**src/rtl/dmwbc_ram.sv**
```systemverilog
// Generic single-clock RAM with one write port and one registered read port.
module dmwbc_ram #(
    parameter int WIDTH = 8,
    parameter int DEPTH = 16
) (
    input  logic                     i_clk,
    input  logic                     i_we,
    input  logic [$clog2(DEPTH)-1:0] i_waddr,
    input  logic [WIDTH-1:0]         i_wdata,
    input  logic                     i_re,
    input  logic [$clog2(DEPTH)-1:0] i_raddr,
    output logic [WIDTH-1:0]         o_rdata
);

    logic [WIDTH-1:0] r_mem [DEPTH];
    logic [WIDTH-1:0] r_rdata;

    always_ff @(posedge i_clk) begin
        if (i_we) begin
            r_mem[i_waddr] <= i_wdata;
        end
        if (i_re) begin
            r_rdata <= r_mem[i_raddr];
        end
    end

    assign o_rdata = r_rdata;

endmodule

```
**config.mk**
```make
export PLATFORM = sky130hd
export DESIGN_NAME = dmwbc_ram
export DESIGN_NICKNAME = d
export VERILOG_FILES = /design/src/rtl/dmwbc_ram.sv
export SDC_FILE = /design/constraint.sdc
export NUM_CORES = 1
export LEC_CHECK = 0
export ABC_AREA = 1
export CORE_MARGIN = 5
export CORE_UTILIZATION = 45
export DETAILED_ROUTE_END_ITERATION = 16
export DONT_BUFFER_PORTS = 1
export GPL_TIMING_DRIVEN = 0
export HOLD_SLACK_MARGIN = 0.1
export PLACE_DENSITY = 0.65
export SLEW_MARGIN = 20
export SYNTH_ARGS = -nofsm -noshare
export SYNTH_HDL_FRONTEND = slang
export SYNTH_SLANG_ARGS = --single-unit
```
**constraint.sdc**
```tcl
create_clock -name i_clk -period 1.17 [get_ports i_clk]
set_input_delay 0.117 -clock i_clk [delete_from_list [all_inputs] [get_ports i_clk]]
set_output_delay 0.117 -clock i_clk [all_outputs]
set_load 0.01 [all_outputs]
```
Yosys cells after proc, flatten, opt, wreduce, memory -nomap -nowiden. Memory sizes are Yosys's and may differ from the RTL's. A register that Yosys moved wholly into a read port is not among the register bits. Index checks and enable logic that the tools add are counted.

Mux-type cells: 2.

Operator list (number): 2-to-1 mux 1 bit (2).

Register bits: 0. Bits in writable memories: 128. Bits of input ports: 19. Word-level logic and storage cells: 3. Memories kept: 1.

Memories: r_mem (depth 16, width 8, rd ports 1, clocked after Yosys merged registers in 1, write ports 1, RTL line 15) `logic [WIDTH-1:0] r_mem [DEPTH];`.

Depth between registers and ports, before layout.
Depth after elaboration: 2. Gate-level depth with buffers: 8.

Worst setup path after synthesis. No wires, ideal clock.

Kind: input to register. From: in i_waddr[3]. To: mem r_mem[4][0] (enable). Setup time: 0.370 ns. Arrival time: 0.698 ns. Data required time: 0.800 ns. Slack: 0.102 ns. Cell stages on the path: 2. Cells stage by stage: nand3b_1 > nor2_1.

RTL lines: start: declaration (RTL line 8) `input logic [$clog2(DEPTH)-1:0] i_waddr,`; end: declaration (RTL line 15).

Straight into the memory's write port.

==> metrics.md <==
| Metric | Value |
|---|---|
| FMAX | 874 MHz |
| Final setup viols | 0 |
| Max VDD drop | 1.25 mV |
| DP HPWL | 8900 um |
| Crit Path Max Fanout | 1 |
| First-pass GRT wire length | 20900 um |
| Hold Path Depth | 2 |
| Via count | 3802 |
| WL/cell | 18.2 um |
| Total die area | 15400 um^2 |
| Placed Area | 6060 um^2 |
| FP Rows | 41 |
| Cell Area, Synth | 5850 um^2 |
| Starting Density | 46.1% |
| Core area | 12700 um^2 |
| LEAKAGE | 2.90 nW |
| Register area share after synthesis | 69.8% |
| Crit path DAT | 1.31 ns |
| I/O pin total | 27 |
| FF+latch count, synth | 136 |
| Vias in the first global route | 3617 |
| Clock Sinks | 136 |
| Critical path class | register to register |
| H-tree Lvls | 4 |
| Max-slew violations | 0 |
| Most common cell after layout, fill and taps aside | nand2_1 |
| Die width | 124 um |
| Final Wtd Congestion | 0.917 |
| Met3 wire length | 1160 um |
| Clk_lat worst skew | 0.43 ns |
| Worst Tran Pin Value | 0.959 ns |
| Drt via density | 4.97 |
| Pre-antenna DRT Iters | 7 |
| WL final | 13900 um |
| Status | complete, no violations |
| CP dominant cell by count | nand3_1 |
| M1 WL | 6170 um |
| Postcts setup bufs | 0 |
| Slowest cell on crit path | edfxtp_1 |
| Clk slew on worst S/H paths | 0.06 ns |
| Power per cell area | 1710 nW/um^2 |
| Clock Path Buffers | 2 |
| Overflow after GRT | 0 |
| Layout cells sized above 1 | 13.7% |
| Met2 WL | 6270 um |
| Area delta synth->final | 17.7% |
| Fin. Hold Viols | 0 |
| Residual DRC count | 0 |
| Final non-filler cell area | 6880 um^2 |
| Root Buffer Master | clkbuf_16 |
| Commonest non-fill, non-tap cells in the layout | nand2_1, edfxtp_1, inv_1 |
| DIE HEIGHT | 124 um |
| Reg2Reg Depth | 6 |
| Syn nets | 570 |
| Avg Inst Size Synth | 10.6 um^2 |
| Layout Skew | 0.00665 ns |
| Top Family by Delay on Critical Path | simple AND/OR/NAND/NOR gates |
| Max_cap viols | 0 |
| Crit-path cells | inv_1 > nand2_1 > nand3_1 > nand3_1 > nand3_1 > nand2_1 |
| Worst EP required | 1.33 ns |
| Port bufs | 0 |
| Worst setup EP type | register |
| Nets | 598 |
| Library cells used by synthesis | 11 |
| CTS tree | built |
| Final Cycle Share | 97.8% |
| Pin count of the biggest net entering global routing | 17 |
| Setup crit start kind | register |
| Initial antenna violation count | 2 |
| Final min period | 1.14 ns |
| Slowest cell delay on critical path | 0.35 ns |
| Max Used Layer | met5 |
| Antenna-violating nets left | 0 |
| CTS buffer count | 17 |
| Global-route usage over all layers | 19.4% |
| Mapped Cells | 551 |
| Slew HR | 35.9% |
| Stages on the worst setup path | 6 |
| Worst path buffer plus inverter count | 1 |
| Minimum hold slack | 0.191 ns |
| Synth warn | 0 |
| Hold crit path type | input port to register |
| DRT iter0 DRCs | 366 |
[power by group]
group / internal, W / switching, W / leakage [nW] / total [W]
Clock: 0.00353 / 0.00198 / 0.287 / 0.00551
Sequential: 0.00549 / 0.0000390 / 1.24 / 0.00553
Combinational: 0.000208 / 0.000504 / 1.38 / 0.000712
[synthesized netlist by cell type (all sizes together)]
master	number	area, um^2
inv	102	383
nand3b	2	15.0
buf	24	166
nand2	173	649
nand3	97	485
edfxtp	136	4080
nor2	17	63.8
[sequential cells by signal, indices dropped and copies added, names as in the netlist]
signal	count
r_mem	128
o_rdata	8
[logic make-up (layout without fill, tap and decap cells)]
group | after synthesis | in the layout | share of synthesized area (%)
simple gates | 289 | 289 | 20.8
flops | 136 | 136 | 69.8
buf+inv | 126 | 167 | 9.39
other cells | 0 | 1 | 0
[layout make-up]
| class | count | area (um^2) |
|---|---|---|
| multi-input combinational | 289 | 1330 |
| clock buffer | 18 | 429 |
| fill | 1073 | 5790 |
| clock inverter | 14 | 181 |
| tap | 172 | 215 |
| sequential | 136 | 4080 |
| buffer | 24 | 166 |
| timing repair buffer | 9 | 90.1 |
| inverter | 102 | 383 |
| antenna | 1 | 2.50 |
[layer usage]
| metal | up-vias | GRT usage (%) |
|---|---|---|
| met2 | 164 | 28.7 |
| li1 | 1844 | - |
| met5 | - | 0 |
| met4 | 2 | 7.73 |
| met1 | 1766 | 27.2 |
| met3 | 26 | 5.68 |
[per-stage QoR]
stage	utilization [%]	worst slack [ns]	power (W)	setup TNS, ns	instances
3_3_place_gp	47.8	-0.314	0.00618	-25.37	723
2_1_floorplan	-	0.102	0.00601	0	551
5_1_grt	54.3	-0.00715	0.0121	-0.0141	765
3_5_place_dp	47.8	-0.339	0.00619	-27.85	723
6_report	54.3	0.0263	0.0118	0	765
4_1_cts	53.4	0.00578	0.0118	0	764
[final timing paths]
path                                     to    startpoint  slack, ns
worst max register to register   o_rdata[3]  r_mem[14][3]       0.03
worst min register to register   o_rdata[7]   r_mem[6][7]       0.79
worst min-delay path            r_mem[1][6]          i_we       0.19
worst max-delay path             o_rdata[3]  r_mem[14][3]       0.03
[timing repair]
action | in CTS | in global routing
hold endpoints to repair | 136 | 0
hold buffers | 9 | 0
resized for setup | 0 | 27
setup endpoints to repair | 0 | 8
(Power assumes the default switching activity.)
