===== src/rtl/dmwbc_pkg.sv =====
// Shared constants and types of the direct-mapped write-back cache.
package dmwbc_pkg;

    localparam int MODE_W  = 2;
    localparam int COUNT_W = 3;
    localparam int DATA_W  = 32;

    localparam logic [MODE_W-1:0] MODE_READ    = 2'd0;
    localparam logic [MODE_W-1:0] MODE_WRITE   = 2'd1;
    localparam logic [MODE_W-1:0] MODE_PRELOAD = 2'd2;
    localparam logic [MODE_W-1:0] MODE_UNUSED  = 2'd3;

    localparam logic [COUNT_W-1:0] MAX_COUNT = 3'd4;

    typedef struct packed {
        logic               wr_en;
        logic [COUNT_W-1:0] count;
    } t_merge_ctl;

endpackage


===== src/rtl/dmwbc_merge.sv =====
// Byte merge of write data into a block and four-byte gather from the offset.
module dmwbc_merge #(
    parameter int BLOCK_BYTES = 16
) (
    input  logic [BLOCK_BYTES*8-1:0]         i_block,
    input  logic [$clog2(BLOCK_BYTES)-1:0]   i_offset,
    input  dmwbc_pkg::t_merge_ctl            i_ctl,
    input  logic [dmwbc_pkg::DATA_W-1:0]     i_wdata,
    output logic [BLOCK_BYTES*8-1:0]         o_block,
    output logic [dmwbc_pkg::DATA_W-1:0]     o_gather
);

    localparam int OB = $clog2(BLOCK_BYTES);

    logic [dmwbc_pkg::COUNT_W-1:0] count_sat;
    logic [OB:0]                   rel [BLOCK_BYTES];
    logic [OB:0]                   pos [4];

    always_comb begin
        count_sat = (i_ctl.count > dmwbc_pkg::MAX_COUNT) ? dmwbc_pkg::MAX_COUNT : i_ctl.count;
        for (int j = 0; j < BLOCK_BYTES; j++) begin
            rel[j] = {1'b0, OB'(j)} - {1'b0, i_offset};
            o_block[j*8 +: 8] = i_block[j*8 +: 8];
            if (i_ctl.wr_en && (OB'(j) >= i_offset) && (rel[j] < (OB+1)'(count_sat))) begin
                o_block[j*8 +: 8] = i_wdata[{rel[j][1:0], 3'b000} +: 8];
            end
        end
    end

    always_comb begin
        for (int i = 0; i < 4; i++) begin
            pos[i] = {1'b0, i_offset} + (OB+1)'(i);
            o_gather[i*8 +: 8] = 8'd0;
            if (!pos[i][OB]) begin
                o_gather[i*8 +: 8] = o_block[{pos[i][OB-1:0], 3'b000} +: 8];
            end
        end
    end

endmodule


===== config.mk =====
export PLATFORM = sky130hd
export DESIGN_NAME = dmwbc_merge
export DESIGN_NICKNAME = d
export VERILOG_FILES = /design/src/rtl/dmwbc_pkg.sv /design/src/rtl/dmwbc_merge.sv
export SDC_FILE = /design/constraint.sdc
export NUM_CORES = 1
export LEC_CHECK = 0
export BUFFER_PORTS_ARGS = -buffer_cell sky130_fd_sc_hd__buf_2
export CELL_PAD_IN_SITES_DETAIL_PLACEMENT = 1
export CELL_PAD_IN_SITES_GLOBAL_PLACEMENT = 1
export CORE_AREA = 2 2 170 138
export DETAILED_ROUTE_END_ITERATION = 7
export DIE_AREA = 0 0 172 140
export MAX_ROUTING_LAYER = met4
export PLACE_DENSITY = 0.91
export SLEW_MARGIN = 10
export SYNTH_ARGS = -nofsm -noshare
export SYNTH_HDL_FRONTEND = slang
export SYNTH_SLANG_ARGS = --single-unit

===== constraint.sdc =====
create_clock -name vclk -period 14.25
set_clock_uncertainty 0.1 [all_clocks]
set_input_delay 3.5625 -clock vclk [all_inputs]
set_output_delay 3.5625 -clock vclk [all_outputs]
set_load 0.01 [all_outputs]

Word-level counts from Yosys, hierarchy flattened
Cells that the tools add are included.
{"block": "op_classes", "n_reduce_logical": 32, "n_lt_le_gt_ge": 33, "n_shift": 20, "muxes": 20, "n_addsub": 19}
{"cell": "$shiftx 128x8->8", "n": 4}
{"cell": "$shiftx 32x6->8", "n": 16}
{"cell": "$mux 8", "n": 19}
{"cell": "$lt 5x3->1", "n": 16}
{"cell": "$sub 4x4->5 const A", "n": 8}
{"cell": "$ge 4x4->1 const A", "n": 8}
{"cell": "$logic_and 1x1->1", "n": 32}
{"cell": "$sub 3x4->5 const A", "n": 4}
{"cell": "$ge 3x4->1 const A", "n": 4}
{"cell": "$add 4x2->5 const B", "n": 2}
{"cell": "$sub 1x4->5 const A", "n": 2}
{"cell": "$sub 2x4->5 const A", "n": 2}
{"cell": "$ge 1x4->1 const A", "n": 2}
{"cell": "$ge 2x4->1 const A", "n": 2}
{"cell": "$add 4x1->5 const B", "n": 1}
{"cell": "$gt 3x3->1 const B", "n": 1}
{"cell": "$mux 3", "n": 1}
{"block": "word_totals", "regBits": 0, "output_inout_bits": 160, "inputBits": 168, "wordCells": 124}

Longest topological paths before layout
{"block": "logic_depth", "ltp_word": 7, "ltp_mapped": 19, "depth_no_buf": 14}

Worst setup path after synthesis
OpenSTA, ideal clock, no wires.
{"block": "synth_path", "kind": "input to output", "startpoint": "in i_offset[1]", "endpoint": "out o_gather[1] (netlist name)", "arrival_time_ns": 8.507, "path_stages": 17, "path_buffers": 6, "required_time_ns": 10.587, "setup_slack_ns": 2.081, "cell_sequence": "clkbuf_1 > clkinv_1 > clkbuf_1 > clkbuf_1 > ha_1 > buf_1 > clkbuf_1 > clkinv_1 > ha_1 > or2_2 > a21oi_1 > o2111ai_1 > buf_2 > mux2i_1 > mux2_2 > a22o_1 > nor4_1"}
{"block": "synth_between", "elab_chain_cells": 5, "elab_cells_between_ends": 113, "cone_classes": "add/sub (16); order compare (32); shift (17); mux (16); reduce/logical (32)"}
{"element": "from (decl)", "line": "dmwbc_merge.sv:6", "text": "input logic [$clog2(BLOCK_BYTES)-1:0] i_offset,"}
{"element": "branches (longest 4 deep; another with $sub 1x4->5)"}
{"element": "$shiftx 128x8->8 *", "line": "dmwbc_merge.sv:35", "text": "o_gather[i*8 +: 8] = o_block[{pos[i][OB-1:0], 3'b000} +: 8];"}
{"element": "to (decl)", "line": "dmwbc_merge.sv:10", "text": "output logic [dmwbc_pkg::DATA_W-1:0] o_gather"}
Mark *: on every way between the ends.

Worst setup path after layout
{"block": "layout_path", "startpoint": "in i_offset[0]", "endpoint": "out o_gather[16] (netlist name)"}
{"block": "layout_between", "elab_chain_cells": 6, "elab_cells_between_ends": 115, "cone_classes": "add/sub (17); order compare (32); shift (17); mux (17); reduce/logical (32)"}
{"element": "branches (longest 5 deep; another with $sub 1x4->5)"}
{"element": "$mux 8 *", "line": "dmwbc_merge.sv:34", "text": "if (!pos[i][OB]) begin"}
Marked as above.

==> impl_metrics.toml <==
[run_status]
status = "completed"

[drt]
ant_nets = 0
vias = 11710
drt_iter0_markers = 1884
dr.pass1.iters = 6
wl_um = 59190
drc = 0
wl_per_cell_um = 35.01
avgViaCountPerCell = 6.924

[logic_synthesis]
syn_avg_cell_area_um2 = 6.984
ys_types = 84
yosys_warnings = 0
syn_area_mm2 = 0.007717
syn_inst = 1105
yosys.cell_count.top_type = "nor2_1"
yosysTopAreaCell = "mux2i_1"
synth_top_area_share_pct = 10.77
syn_nets = 1305
ys_seq_area_share_pct = 0
ys_top_cells_by_area = "mux2i_1 (11%), mux2_2 (11%), mux4_2 (10%)"
synth_common_cells = "nor2_1 (154), mux2i_1 (83), inv_1 (81), nand2_1 (75), mux2_2 (73)"

[global_routing]
grt_pass1_wl_um = 81570
grt_pass1_vias = 11120
grt_usage_pct = 48.40
grt_overflow = 0
antenna_found_initial = 4
grt_max_degree = 71

[layout]
nets = 1584
seq_cells = 0
nFillCells = 2965
drive_gt1_share_pct = 35.24
utilization_pct = 43.24
seqCellArea_um2 = 0
area_delta_synth_final_pct = 25.05
clock_buffers = 0

[placed_design]
place.gp.congestion = 1.096
hpwl_um = 47510
pre_cts_ws_ps = 2334
portBuffers = 328

[sta]
rsz0062_at_grt = "false"
fin_setup_tns_ps = 0
fin_ws_ps = 2114
drv_slew = 0
fmax_mhz = 82.40
hold_violations = 0
setup_violations = 0
worstMarginPinSlew_ps = 1289
min_period_over_period_pct = 85.16
slew_headroom_pct = 13.58
fin_crit_ps = 12140

[hold_path]
hp-class = "input pin to primary output"
worstHoldPathCells = 4
whs_endpoint = "o_block[25]"
hold_start = "i_block[25]"

[floorplan]
pin_count = 328
initial_core_util_pct = 34.58
fp.dieH_um = 140
rows = 49
core_mm2 = 0.02232
dieArea_mm2 = 0.02408
die_x_um = 172

[critical_path]
crit_chain = "buf_6 -> inv_2 -> ha_1 -> clkinv_1 -> ha_1 -> or2_2 -> a21oi_1 -> o2111ai_1 -> buf_4 -> mux2i_1 -> mux4_2 -> nor3_1 -> nor3b_1 -> o21ai_0 -> buf_2"
crit_path_top_delay_cell = "ha_1"
end_kind = "primary output"
cp.depth = 15
path_buf_inv = 5
cp_max_fo = 54
crit_required_ps = 10590
cp_common_cell = "ha_1"
start_kind = "input pin"
critPathMaxStageDelay_ps = 700
path_class = "input pin to primary output"
cp.arrival_ps = 8470
cp_top_family = "buffers and inverters"

[clocking]
cts_repair_resize_count = 0
post_cts_buffers = 0
ctsHoldBuffers = 0

[run]
drv_cap = 0
## worst min-delay path: cells and delay by family
kind / cells / cell delay, ps
multiplexers: 1 / 90
buffers and inverters: 3 / 250
## worst max-delay path by stage
| stage | startpoint | end | slack (ps) |
|---|---|---|---|
| after CTS | i_offset[0] | o_gather[28] | 2320 |
| after detailed placement | i_offset[0] | o_gather[28] | 2330 |
| after floorplan | i_offset[1] | o_gather[1] | 2080 |
| after global placement | i_offset[0] | o_gather[28] | 2350 |
| after global routing | i_offset[0] | o_gather[29] | 1840 |
| final | i_offset[0] | o_gather[16] | 2110 |
## kinds of logic (layout without fill, tap and decap cells)
kind of cell	Yosys count	after routing	share of synthesized area, %
XOR/XNOR	12	12	1.459
AND/OR/NAND/NOR	381	381	23.41
other	0	3	0
buffers and inverters	160	437	8.317
AO/OA/AOI/OAI	328	328	29.86
adder cells (fa/ha/maj)	33	33	5.318
multiplexers	191	191	31.63
## per-stage QoR
step | area [um^2] | std cells | hold slack, ps
after floorplan | 7717 | 1105 | 7168
after global placement | 9643 | 1688 | 7361
after detailed placement | 9643 | 1688 | 7371
after CTS | 9643 | 1688 | 7372
after global routing | 9651 | 1691 | 7402
final | 9651 | 1691 | 7367
## layer usage
metal	GRT usage (%)	share of wire, %
met1	64.90	41
met5	-	0
met2	65.72	40
met3	23.28	17
met4	9.155	2.3
## layout make-up
type                            instances  area, um^2  area share [%]
Antenna cell                            3       7.507         0.07779
Tap cell                              306       382.9           3.967
Multi-Input combinational cell        945        7118           73.76
Inverter                               87       329.1           3.410
Timing Repair Buffer                  350        1813           18.79
## placed cells by master, fill, tap and decap left out, types with 4 or more instances in the layout
cell type / n
a221o_1: 5
nand4_1: 11
a22oi_1: 17
o22ai_1: 24
nor3_1: 34
inv_1: 80
a2111oi_0: 10
nor2_1: 154
a221oi_1: 18
nand2b_1: 6
ha_1: 32
buf_4: 22
o21ai_0: 50
or4_1: 4
o211ai_1: 16
mux2i_1: 83
a21o_1: 4
o21a_1: 6
inv_2: 4
buf_2: 327
nor2b_1: 12
mux4_2: 35
a22o_1: 4
or3_1: 8
nor3_2: 4
o221ai_1: 9
nand3_1: 32
and3_1: 4
nor4_1: 12
a211oi_1: 23
nand2_1: 75
xnor2_1: 8
o2111ai_1: 10
a211o_1: 6
a31oi_1: 10
o22a_1: 5
a21oi_1: 69
and2_1: 4
mux2_2: 73
